**config.mk**
```make
export PLATFORM = sky130hd
export DESIGN_NAME = span_range_edit_tracker_top_flat
export DESIGN_NICKNAME = d
export VERILOG_FILES = /design/src/hdl/sret_pkg.sv /design/src/hdl/sret_ifs.sv /design/src/hdl/sret_ram.sv /design/src/hdl/sret_edit.sv /design/src/hdl/span_range_edit_tracker_top.sv /design/src/flat_wrapper.sv
export VERILOG_INCLUDE_DIRS = /design/src /design/src/hdl
export SDC_FILE = /design/constraint.sdc
export NUM_CORES = 2
export LEC_CHECK = 0
export BUFFER_PORTS_ARGS = -buffer_cell sky130_fd_sc_hd__buf_2
export CORE_ASPECT_RATIO = 0.9
export CORE_UTILIZATION = 40
export DETAILED_ROUTE_END_ITERATION = 6
export HOLD_SLACK_MARGIN = 0.06
export SYNTH_ARGS = -nofsm -noshare
export SYNTH_HDL_FRONTEND = slang
export SYNTH_HIERARCHICAL = 1
export SYNTH_SLANG_ARGS = --single-unit
```
**constraint.sdc**
```tcl
create_clock -name clk -period 12.3 [get_ports clk]
set_clock_uncertainty 0.05 [all_clocks]
set_input_delay 1.23 -clock clk [delete_from_list [all_inputs] [get_ports clk]]
set_output_delay 1.23 -clock clk [all_outputs]
set_load 0.02 [all_outputs]
```
**src/hdl/span_range_edit_tracker_top_defines.svh**
```systemverilog
// assertion macros shared by the range tracker rtl
`ifndef SPAN_RANGE_EDIT_TRACKER_TOP_DEFINES_SVH
`define SPAN_RANGE_EDIT_TRACKER_TOP_DEFINES_SVH

// same-cycle implication, sampled on clk, quiet during reset
`define SRET_ASSERT_NOW(label, cond, cons) \
	label: assert property (@(posedge clk) disable iff (!arst_n) (cond) |-> (cons)) \
		else $error("range tracker check failed");

// next-cycle implication, sampled on clk, quiet during reset
`define SRET_ASSERT_NEXT(label, cond, cons) \
	label: assert property (@(posedge clk) disable iff (!arst_n) (cond) |=> (cons)) \
		else $error("range tracker check failed");

`endif

```
**src/hdl/sret_pkg.sv**
```systemverilog
// types and constants of the range tracker
package sret_pkg;

	localparam int TABLE_ENTRIES_DEF = 16;
	localparam int POSITION_BITS_DEF = 20;
	localparam int TAG_BITS          = 16;
	localparam int STATUS_BITS       = 2;

	typedef enum logic [1:0] {
		KIND_CLEAR  = 2'd0,
		KIND_APPEND = 2'd1,
		KIND_EDIT   = 2'd2,
		KIND_DUMP   = 2'd3
	} kind_t;

	typedef enum logic [STATUS_BITS-1:0] {
		STATUS_OK   = 2'd0,
		STATUS_FULL = 2'd1,
		STATUS_SAT  = 2'd2
	} status_t;

	typedef enum logic [1:0] {
		ST_IDLE,
		ST_EDIT,
		ST_DUMP,
		ST_RESP
	} state_t;

	typedef struct packed {
		logic del;
		logic sat;
	} edit_flags_t;

endpackage

```
**src/hdl/sret_ifs.sv**
```systemverilog
// valid/ready channels of the range tracker: command beats in, result beats out
interface sret_in_if #(
	parameter int PosW = 20
);
	logic                          valid;
	logic                          ready;
	logic [1:0]                    kind;
	logic [sret_pkg::TAG_BITS-1:0] span_tag;
	logic [PosW-1:0]               first_position;
	logic [PosW-1:0]               second_value;
	logic [PosW-1:0]               inserted_length;
	logic                          replacement_flag;

	modport source (
		output valid, kind, span_tag, first_position, second_value, inserted_length,
			replacement_flag,
		input  ready
	);
	modport sink (
		input  valid, kind, span_tag, first_position, second_value, inserted_length,
			replacement_flag,
		output ready
	);
endinterface

interface sret_out_if #(
	parameter int PosW = 20,
	parameter int CntW = 5
);
	logic                             valid;
	logic                             ready;
	logic [sret_pkg::TAG_BITS-1:0]    result_tag;
	logic [PosW-1:0]                  result_start;
	logic [PosW-1:0]                  result_end;
	logic                             result_replacement;
	logic                             entry_valid;
	logic                             last;
	logic [CntW-1:0]                  entry_count;
	logic [sret_pkg::STATUS_BITS-1:0] status;

	modport source (
		output valid, result_tag, result_start, result_end, result_replacement, entry_valid,
			last, entry_count, status,
		input  ready
	);
	modport sink (
		input  valid, result_tag, result_start, result_end, result_replacement, entry_valid,
			last, entry_count, status,
		output ready
	);
endinterface

```
**src/hdl/sret_ram.sv**
```systemverilog
// generic single-port-write, single-port-read ram with registered read
module sret_ram #(
	parameter int WIDTH = 8,
	parameter int DEPTH = 16,
	parameter int AW    = (DEPTH > 1) ? $clog2(DEPTH) : 1
) (
	input  logic             clk,
	input  logic             wr_en,
	input  logic [AW-1:0]    wr_addr,
	input  logic [WIDTH-1:0] wr_data,
	input  logic             rd_en,
	input  logic [AW-1:0]    rd_addr,
	output logic [WIDTH-1:0] rd_data
);

	logic [WIDTH-1:0] mem_q [DEPTH];
	logic [WIDTH-1:0] rd_data_q;

	always_ff @(posedge clk) begin
		if (wr_en) begin
			mem_q[wr_addr] <= wr_data;
		end
		// read data holds while no read is issued
		if (rd_en) begin
			rd_data_q <= mem_q[rd_addr];
		end
	end

	assign rd_data = rd_data_q;

endmodule

```
**src/hdl/sret_edit.sv**
```systemverilog
// applies one edit (removal, then insertion) to a single table entry
module sret_edit #(
	parameter int PosW = 20
) (
	input  logic                     rep,
	input  logic [PosW-1:0]          start_in,
	input  logic [PosW-1:0]          end_in,
	input  logic [PosW-1:0]          edit_start,
	input  logic [PosW-1:0]          removed,
	input  logic [PosW-1:0]          inserted,
	output logic [PosW-1:0]          start_out,
	output logic [PosW-1:0]          end_out,
	output sret_pkg::edit_flags_t    flags
);
	import sret_pkg::*;

	localparam int W = PosW + 1;
	localparam logic [W-1:0] POS_MAX = {1'b0, {PosW{1'b1}}};

	logic [W-1:0] es_x;
	logic [W-1:0] rem_x;
	logic [W-1:0] ins_x;
	logic [W-1:0] rend;
	logic [W-1:0] s0;
	logic [W-1:0] e0;
	logic [W-1:0] s1;
	logic [W-1:0] e1;
	logic [W-1:0] s_plus;
	logic [W-1:0] e_plus;
	logic [W-1:0] s2;
	logic [W-1:0] e2;
	logic         del;
	logic         sat;

	assign es_x  = {1'b0, edit_start};
	assign rem_x = {1'b0, removed};
	assign ins_x = {1'b0, inserted};
	assign rend  = es_x + rem_x;
	assign s0    = {1'b0, start_in};
	assign e0    = {1'b0, end_in};

	// removal step
	always_comb begin
		s1  = s0;
		e1  = e0;
		del = 1'b0;
		sat = 1'b0;
		if (rem_x != '0) begin
			priority if (rep && (es_x < e0) && (s0 < rend)) begin
				del = 1'b1;
			end else if (e0 <= es_x) begin
				s1 = s0;
			end else if (s0 >= rend) begin
				s1 = s0 - rem_x;
				if (e0 < rem_x) begin
					e1  = '0;
					sat = 1'b1;
				end else begin
					e1 = e0 - rem_x;
				end
			end else begin
				s1 = (s0 < es_x) ? s0 : es_x;
				e1 = (e0 <= rend) ? es_x : (e0 - rem_x);
				if (s1 >= e1) begin
					del = 1'b1;
				end
			end
		end
		// insertion step
		s_plus = s1 + ins_x;
		e_plus = e1 + ins_x;
		s2     = s1;
		e2     = e1;
		if ((ins_x != '0) && !del) begin
			priority if ((es_x == '0) && (s1 == '0) && !rep) begin
				e2 = e_plus;
			end else if (es_x <= s1) begin
				s2 = s_plus;
				e2 = e_plus;
			end else if (!rep && (es_x <= e1)) begin
				e2 = e_plus;
			end else begin
				e2 = e1;
			end
		end
		if (s2 > POS_MAX) begin
			s2  = POS_MAX;
			sat = 1'b1;
		end
		if (e2 > POS_MAX) begin
			e2  = POS_MAX;
			sat = 1'b1;
		end
	end

	assign start_out = s2[PosW-1:0];
	assign end_out   = e2[PosW-1:0];
	assign flags     = '{del: del, sat: sat && !del};

endmodule

```
**src/hdl/span_range_edit_tracker_top.sv**
```systemverilog
// range tracker top level: command decode, table walk sequencer and result register
//
//  channel  | dir | beat carries
//  ---------+-----+-------------------------------------------------------------
//  in_ch    | in  | kind, span_tag, first_position, second_value, inserted_length,
//           |     | replacement_flag
//  out_ch   | out | result_tag/start/end/replacement, entry_valid, last, entry_count,
//           |     | status
//
// the one-read one-write table ram visits one entry per cycle while the sink does
// not stall; one command is in flight at a time.
// reset clears the entry count and control state, not the table; table contents are never swept.
// a stalled sink holds the result register and pauses a dump in place.
`include "span_range_edit_tracker_top_defines.svh"

module span_range_edit_tracker_top #(
	parameter int TABLE_ENTRIES = sret_pkg::TABLE_ENTRIES_DEF,
	parameter int POSITION_BITS = sret_pkg::POSITION_BITS_DEF
) (
	input logic clk,
	input logic arst_n,
	sret_in_if.sink    in_ch,
	sret_out_if.source out_ch
);
	import sret_pkg::*;

	localparam int AW    = (TABLE_ENTRIES > 1) ? $clog2(TABLE_ENTRIES) : 1;
	localparam int CNT_W = $clog2(TABLE_ENTRIES + 1);
	localparam int WORD  = TAG_BITS + 2 * POSITION_BITS + 1;
	localparam logic [CNT_W-1:0] FULL_COUNT = CNT_W'(TABLE_ENTRIES);

	state_t state_q, state_d;

	logic [CNT_W-1:0]         used_q;
	logic [CNT_W-1:0]         rd_idx_q;
	logic [CNT_W-1:0]         wr_idx_q;
	logic [CNT_W-1:0]         idx_s1;
	logic                     pend_s1;
	logic                     sat_q;
	status_t                  status_q;
	logic [POSITION_BITS-1:0] es_q;
	logic [POSITION_BITS-1:0] rem_q;
	logic [POSITION_BITS-1:0] ins_q;

	logic                     out_valid_q;
	logic [TAG_BITS-1:0]      out_tag_q;
	logic [POSITION_BITS-1:0] out_start_q;
	logic [POSITION_BITS-1:0] out_end_q;
	logic                     out_rep_q;
	logic                     out_entry_q;
	logic                     out_last_q;
	logic [CNT_W-1:0]         out_count_q;
	logic [STATUS_BITS-1:0]   out_status_q;

	logic                     in_fire;
	logic                     out_free;
	logic                     table_full;
	logic                     walk_done;

	logic                     ram_wr_en;
	logic [AW-1:0]            ram_wr_addr;
	logic [WORD-1:0]          ram_wr_data;
	logic                     ram_rd_en;
	logic [AW-1:0]            ram_rd_addr;
	logic [WORD-1:0]          ram_rd_data;

	logic                     out_load;
	logic                     out_load_entry;
	logic                     out_load_last;

	logic [TAG_BITS-1:0]      rd_tag;
	logic [POSITION_BITS-1:0] rd_start;
	logic [POSITION_BITS-1:0] rd_end;
	logic                     rd_rep;
	logic [POSITION_BITS-1:0] ed_start;
	logic [POSITION_BITS-1:0] ed_end;
	edit_flags_t              ed_flags;

	assign in_ch.ready = (state_q == ST_IDLE);
	assign in_fire     = in_ch.valid && in_ch.ready;
	assign out_free    = !out_valid_q || out_ch.ready;
	assign table_full  = (used_q == FULL_COUNT);
	assign walk_done   = (rd_idx_q == used_q) && !pend_s1;

	assign {rd_tag, rd_start, rd_end, rd_rep} = ram_rd_data;

	sret_ram #(
		.WIDTH (WORD),
		.DEPTH (TABLE_ENTRIES),
		.AW    (AW)
	) u_table (
		.clk     (clk),
		.wr_en   (ram_wr_en),
		.wr_addr (ram_wr_addr),
		.wr_data (ram_wr_data),
		.rd_en   (ram_rd_en),
		.rd_addr (ram_rd_addr),
		.rd_data (ram_rd_data)
	);

	sret_edit #(
		.PosW (POSITION_BITS)
	) u_edit (
		.rep        (rd_rep),
		.start_in   (rd_start),
		.end_in     (rd_end),
		.edit_start (es_q),
		.removed    (rem_q),
		.inserted   (ins_q),
		.start_out  (ed_start),
		.end_out    (ed_end),
		.flags      (ed_flags)
	);

	// next state
	always_comb begin
		state_d = state_q;
		unique case (state_q)
			ST_IDLE: begin
				if (in_fire) begin
					unique case (kind_t'(in_ch.kind))
						KIND_CLEAR:  state_d = ST_RESP;
						KIND_APPEND: state_d = ST_RESP;
						KIND_EDIT:   state_d = ST_EDIT;
						KIND_DUMP:   state_d = (used_q == '0) ? ST_RESP : ST_DUMP;
					endcase
				end
			end
			ST_EDIT: begin
				if (walk_done) begin
					state_d = ST_RESP;
				end
			end
			ST_DUMP: begin
				if (walk_done) begin
					state_d = ST_IDLE;
				end
			end
			ST_RESP: begin
				if (out_free) begin
					state_d = ST_IDLE;
				end
			end
		endcase
	end

	// memory and result-register controls
	always_comb begin
		ram_wr_en      = 1'b0;
		ram_wr_addr    = wr_idx_q[AW-1:0];
		ram_wr_data    = {rd_tag, ed_start, ed_end, rd_rep};
		ram_rd_en      = 1'b0;
		ram_rd_addr    = rd_idx_q[AW-1:0];
		out_load       = 1'b0;
		out_load_entry = 1'b0;
		out_load_last  = 1'b1;
		unique case (state_q)
			ST_IDLE: begin
				if (in_fire && (kind_t'(in_ch.kind) == KIND_APPEND) && !table_full) begin
					ram_wr_en   = 1'b1;
					ram_wr_addr = used_q[AW-1:0];
					ram_wr_data = {in_ch.span_tag, in_ch.first_position, in_ch.second_value,
						in_ch.replacement_flag};
				end
			end
			ST_EDIT: begin
				// writes trail reads, so the write index never reaches an unread entry
				ram_rd_en = (rd_idx_q != used_q);
				ram_wr_en = pend_s1 && !ed_flags.del;
			end
			ST_DUMP: begin
				out_load       = pend_s1 && out_free;
				out_load_entry = 1'b1;
				out_load_last  = ((idx_s1 + CNT_W'(1)) == used_q);
				ram_rd_en      = (rd_idx_q != used_q) && (!pend_s1 || out_load);
			end
			ST_RESP: begin
				out_load = out_free;
			end
		endcase
	end

	always_ff @(posedge clk or negedge arst_n) begin
		if (!arst_n) begin
			state_q     <= ST_IDLE;
			used_q      <= '0;
			rd_idx_q    <= '0;
			wr_idx_q    <= '0;
			idx_s1      <= '0;
			pend_s1     <= 1'b0;
			sat_q       <= 1'b0;
			status_q    <= STATUS_OK;
			out_valid_q <= 1'b0;
		end else begin
			state_q <= state_d;
			unique case (state_q)
				ST_IDLE: begin
					rd_idx_q <= '0;
					wr_idx_q <= '0;
					pend_s1  <= 1'b0;
					sat_q    <= 1'b0;
					if (in_fire) begin
						status_q <= STATUS_OK;
						unique case (kind_t'(in_ch.kind))
							KIND_CLEAR: begin
								used_q <= '0;
							end
							KIND_APPEND: begin
								if (table_full) begin
									status_q <= STATUS_FULL;
								end else begin
									used_q <= used_q + CNT_W'(1);
								end
							end
							KIND_EDIT: begin
								used_q <= used_q;
							end
							KIND_DUMP: begin
								used_q <= used_q;
							end
						endcase
					end
				end
				ST_EDIT: begin
					pend_s1 <= ram_rd_en;
					if (ram_rd_en) begin
						rd_idx_q <= rd_idx_q + CNT_W'(1);
					end
					if (ram_wr_en) begin
						wr_idx_q <= wr_idx_q + CNT_W'(1);
					end
					if (pend_s1 && ed_flags.sat) begin
						sat_q <= 1'b1;
					end
					if (walk_done) begin
						used_q   <= wr_idx_q;
						status_q <= sat_q ? STATUS_SAT : STATUS_OK;
					end
				end
				ST_DUMP: begin
					if (ram_rd_en) begin
						rd_idx_q <= rd_idx_q + CNT_W'(1);
						idx_s1   <= rd_idx_q;
						pend_s1  <= 1'b1;
					end else if (out_load) begin
						pend_s1 <= 1'b0;
					end
				end
				ST_RESP: begin
					pend_s1 <= 1'b0;
				end
			endcase
			if (out_load) begin
				out_valid_q <= 1'b1;
			end else if (out_ch.ready) begin
				out_valid_q <= 1'b0;
			end
		end
	end

	// command operands and result payload
	always_ff @(posedge clk) begin
		if (in_fire) begin
			es_q  <= in_ch.first_position;
			rem_q <= in_ch.second_value;
			ins_q <= in_ch.inserted_length;
		end
		if (out_load) begin
			out_entry_q <= out_load_entry;
			out_last_q  <= out_load_last;
			out_count_q <= used_q;
			if (out_load_entry) begin
				out_tag_q    <= rd_tag;
				out_start_q  <= rd_start;
				out_end_q    <= rd_end;
				out_rep_q    <= rd_rep;
				out_status_q <= STATUS_OK;
			end else begin
				out_tag_q    <= '0;
				out_start_q  <= '0;
				out_end_q    <= '0;
				out_rep_q    <= 1'b0;
				out_status_q <= status_q;
			end
		end
	end

	assign out_ch.valid              = out_valid_q;
	assign out_ch.result_tag         = out_tag_q;
	assign out_ch.result_start       = out_start_q;
	assign out_ch.result_end         = out_end_q;
	assign out_ch.result_replacement = out_rep_q;
	assign out_ch.entry_valid        = out_entry_q;
	assign out_ch.last               = out_last_q;
	assign out_ch.entry_count        = out_count_q;
	assign out_ch.status             = out_status_q;

	`SRET_ASSERT_NOW(a_count_bound, 1'b1, used_q <= FULL_COUNT)
	`SRET_ASSERT_NOW(a_write_trails_read, state_q == ST_EDIT, wr_idx_q <= rd_idx_q)
	`SRET_ASSERT_NEXT(a_one_command, in_fire, !in_ch.ready)

endmodule
```
**src/flat_wrapper.sv**
```systemverilog
// flat-port wrapper written by rule: the top's interface ports become plain ports
module span_range_edit_tracker_top_flat import sret_pkg::*;
#(
	parameter int TABLE_ENTRIES = sret_pkg::TABLE_ENTRIES_DEF,
	parameter int POSITION_BITS = sret_pkg::POSITION_BITS_DEF
)
  (clk, arst_n, in_ch_valid, in_ch_kind, in_ch_span_tag, in_ch_first_position, in_ch_second_value, in_ch_inserted_length, in_ch_replacement_flag, in_ch_ready, out_ch_valid, out_ch_result_tag, out_ch_result_start, out_ch_result_end, out_ch_result_replacement, out_ch_entry_valid, out_ch_last, out_ch_entry_count, out_ch_status, out_ch_ready);
  sret_in_if in_ch_i ();
  sret_out_if out_ch_i ();
  input logic clk;
  input logic arst_n;
  input wire logic [$bits(in_ch_i.valid)-1:0] in_ch_valid;
  input wire logic [$bits(in_ch_i.kind)-1:0] in_ch_kind;
  input wire logic [$bits(in_ch_i.span_tag)-1:0] in_ch_span_tag;
  input wire logic [$bits(in_ch_i.first_position)-1:0] in_ch_first_position;
  input wire logic [$bits(in_ch_i.second_value)-1:0] in_ch_second_value;
  input wire logic [$bits(in_ch_i.inserted_length)-1:0] in_ch_inserted_length;
  input wire logic [$bits(in_ch_i.replacement_flag)-1:0] in_ch_replacement_flag;
  output wire logic [$bits(in_ch_i.ready)-1:0] in_ch_ready;
  output wire logic [$bits(out_ch_i.valid)-1:0] out_ch_valid;
  output wire logic [$bits(out_ch_i.result_tag)-1:0] out_ch_result_tag;
  output wire logic [$bits(out_ch_i.result_start)-1:0] out_ch_result_start;
  output wire logic [$bits(out_ch_i.result_end)-1:0] out_ch_result_end;
  output wire logic [$bits(out_ch_i.result_replacement)-1:0] out_ch_result_replacement;
  output wire logic [$bits(out_ch_i.entry_valid)-1:0] out_ch_entry_valid;
  output wire logic [$bits(out_ch_i.last)-1:0] out_ch_last;
  output wire logic [$bits(out_ch_i.entry_count)-1:0] out_ch_entry_count;
  output wire logic [$bits(out_ch_i.status)-1:0] out_ch_status;
  input wire logic [$bits(out_ch_i.ready)-1:0] out_ch_ready;
  assign in_ch_i.valid = in_ch_valid;
  assign in_ch_i.kind = in_ch_kind;
  assign in_ch_i.span_tag = in_ch_span_tag;
  assign in_ch_i.first_position = in_ch_first_position;
  assign in_ch_i.second_value = in_ch_second_value;
  assign in_ch_i.inserted_length = in_ch_inserted_length;
  assign in_ch_i.replacement_flag = in_ch_replacement_flag;
  assign in_ch_ready = in_ch_i.ready;
  assign out_ch_valid = out_ch_i.valid;
  assign out_ch_result_tag = out_ch_i.result_tag;
  assign out_ch_result_start = out_ch_i.result_start;
  assign out_ch_result_end = out_ch_i.result_end;
  assign out_ch_result_replacement = out_ch_i.result_replacement;
  assign out_ch_entry_valid = out_ch_i.entry_valid;
  assign out_ch_last = out_ch_i.last;
  assign out_ch_entry_count = out_ch_i.entry_count;
  assign out_ch_status = out_ch_i.status;
  assign out_ch_i.ready = out_ch_ready;
  span_range_edit_tracker_top #(.TABLE_ENTRIES(TABLE_ENTRIES), .POSITION_BITS(POSITION_BITS)) u_core (.clk(clk), .arst_n(arst_n), .in_ch(in_ch_i), .out_ch(out_ch_i));
endmodule
```
==> impl_metrics.toml <==
[floorplanning]
start_util_pct = 40.5
design.core.area_um2 = 132000
die_h_um = 348
die_area_um2 = 135000
io_pins = 151
rows = 126
die_w_um = 387

[cells_and_area]
drive_above_1_share_pct = 20.7
regArea_um2 = 33600
area_delta_synth_final_pct = 13.1
fillers = 11300
multi_input_area_um2 = 18700
nNetsFinal = 3980

[timing]
rsz0062_at_grt = "false"
slew_violations = 0
hold_viol = 0
worst_slew_pin_slew_ns = 1.15
setup_viol = 0
period_needed_ns = 11.60
fin_setup_tns_ns = 0
fin_crit_sh_pct = 94.3
relSlewSlack_pct = 23.1
max_freq_mhz = 86.2

[routing]
wire_per_inst_um = 29.1
final_antenna_net_count = 0
drc = 0
dr.pass1.iters = 7
vias = 32800
first_iter_violations = 3916
finalWirelength_um = 159000
viasPerCell = 5.99

[logic_synthesis]
yosysSeqAreaShare_pct = 63.0
synth_cell_type_count = 105
synthFlopType = "edfxtp_1"
ys_seq_elements = 1122
syn_area_um2 = 53300
synth-edff-count = 1095
syn_area_per_cell_um2 = 15.5
async_flop_share_pct = 2.41
syn_inst = 3438
synth_nets = 3770
yosys_warnings = 6

[critical_path]
path_class = "flop to flop"
cp_max_fo = 19
cp_data_arrival_time_ns = 11.97
path_common_cell = "a21oi_1"
crit_path_top_delay_cell = "ha_1"
cpPeakStageDelay_ns = 0.61
required_ns = 12.67
startpoint_type = "flop"
critPathCaptureType = "flop"

[clocking]
numCtsBuffers = 118
clock_latency_ns = 0.75
htree_levels = 3
hold_buffers = 0
cts_setup_buffers = 0
cts.sinks = 1122
cts_root_buf = "clkbuf_16"
clock_path_buffers = 3
cts_tree = "done"
cts-resized-gates = 0
path_clk_slew_ns = 0.06

[job]
cap_violations = 0

[status]
outcome = "completed"

[hold_path]
hold_class = "flop to flop"

[global_routing]
grt_use_total_pct = 23.4
overflow = 0
antenna_found_initial = 9
grt_max_degree = 125
grt_pass1_vias = 32200
grt_pass1_wl_um = 229000

[place]
portBuffers = 150
dp_hpwl_um = 102000
gp_congestion = 1.01
==> Yosys cell counts, types with 62 or more instances <==
master       n  area, um2
inv_1      123        462
a21oi_1    164        821
edfxtp_1  1095      32900
mux4_2     228       5130
a22oi_1    129        968
nor2_1     169        634
xnor2_1     62        543
nand2_1    185        694
ha_1       244       3050
o21ai_0     91        455
and2_1      65        407
clkbuf_1    67        251
a21o_1      66        495
mux2_2      72        811
==> final cells by class <==
cell class	count	area share (%)
Sequential cell	1122	55.7
Multi-Input combinational cell	2050	31.0
Clock buffer	149	5.10
Tap cell	1728	3.59
Timing Repair Buffer	233	2.53
Clock inverter	65	1.27
Inverter	123	0.769
Antenna cell	3	0.0125
==> routing by layer <==
layer	track usage, %	share of wire (%)	vias up
met5	0	0.030	-
met2	37.0	46	1466
li1	-	-	14200
met4	7.78	3.2	8
met3	4.34	7.9	268
met1	32.6	42	16900
==> layout by cell type (no fill, tap or decap), types with 12 or more instances in the layout <==
cell / netlist / layout
edfxtp_1: 1095 / 1095
ha_1: 244 / 243
mux4_2: 228 / 228
nand2_1: 185 / 185
a21oi_1: 164 / 164
nor2_1: 169 / 154
buf_2: 24 / 150
a22oi_1: 129 / 129
inv_1: 123 / 121
clkbuf_16: 0 / 118
o21ai_0: 91 / 91
mux2_2: 72 / 72
buf_4: 24 / 71
a21o_1: 66 / 66
and2_1: 65 / 64
xnor2_1: 62 / 62
nand3_1: 39 / 39
nor3_1: 42 / 38
xor2_1: 35 / 35
mux2i_1: 33 / 33
nand4_1: 32 / 32
clkbuf_1: 67 / 31
clkinv_1: 0 / 25
dfrtp_1: 27 / 25
o21a_1: 25 / 25
nand2b_1: 22 / 22
nor2b_1: 24 / 22
o311ai_1: 18 / 18
o211ai_1: 17 / 17
nor4_1: 17 / 17
o21bai_1: 16 / 16
clkinv_2: 0 / 15
nor2_4: 1 / 15
or3_1: 13 / 13
buf_12: 0 / 12
and3_1: 12 / 12
a211oi_1: 12 / 12
==> worst paths after layout <==
check                                                startpoint                                     end  slack [ns]  cells past startpoint
worst max-delay path                  u_core/es_q[13]$_DFFE_PN_  u_core/u_table/mem_q[15][21]$_DFFE_PP_        0.70                     37
worst min-delay path            u_core/out_ch.valid$_DFFE_PN0P_         u_core/out_ch.valid$_DFFE_PN0P_        0.48                      2
worst max register to register        u_core/es_q[13]$_DFFE_PN_  u_core/u_table/mem_q[15][21]$_DFFE_PP_        0.70                     37
worst min register to register  u_core/out_ch.valid$_DFFE_PN0P_         u_core/out_ch.valid$_DFFE_PN0P_        0.48                      2
max in group asynchronous                                arst_n          u_core/rd_idx_q[0]$_DFFE_PN0P_       11.22                      1
min in group asynchronous                                arst_n           u_core/state_q[0]$_DFFE_PN0P_        0.50                      1
==> registers in the layout, summed over array words and instances, names as in the netlist, 2 cells and up <==
| name | cells |
|---|---|
| u_core/out_ch.result_tag | 16 |
| u_core/u_table/rd_data | 57 |
| u_core/out_ch.entry_count | 5 |
| u_core/status_q | 2 |
| u_core/state_q | 2 |
| u_core/rem_q | 20 |
| u_core/u_table/mem_q | 912 |
| u_core/out_ch.status | 2 |
| u_core/idx_s1 | 5 |
| u_core/es_q | 20 |
| u_core/rd_idx_q | 5 |
| u_core/used_q | 5 |
| u_core/wr_idx_q | 5 |
| u_core/out_ch.result_end | 20 |
| u_core/out_ch.result_start | 20 |
| u_core/ins_q | 20 |
==> critical path: cells and delay by family (launching register included) <==
kind	cells	cell delay [ns]
compound gates	20	5.10
xor+xnor	2	0.51
fa+ha+maj	3	1.34
buf+inv	3	0.47
flops	1	0.58
mux	1	0.39
simple gates	8	2.82
==> per-stage QoR <==
step | util, % | cells | hold WS, ns | setup slack (ns) | area, um2
global route | 45.7 | 5470 | 0.492 | 0.161 | 60200
detailed placement | 42.8 | 5256 | 0.467 | 1.06 | 56400
finish | 45.7 | 5473 | 0.477 | 0.696 | 60200
floorplan | - | 3438 | 0.392 | 0.691 | 53300
CTS | 45.7 | 5470 | 0.477 | 1.02 | 60200
global placement | 42.8 | 5256 | 0.462 | 1.15 | 56400
==> cells by family after synthesis <==
group | share of synthesized area, %
AND/OR/NAND/NOR | 6.40
XOR/XNOR | 1.60
multiplexers | 11.9
adder cells (fa/ha/maj) | 5.94
flip-flops | 63.0
buffers and inverters | 2.27
AO/OA/AOI/OAI | 8.91
Power is not shown: default switching activity piles up to over one toggle a cycle in this logic, so the estimate is an artifact.
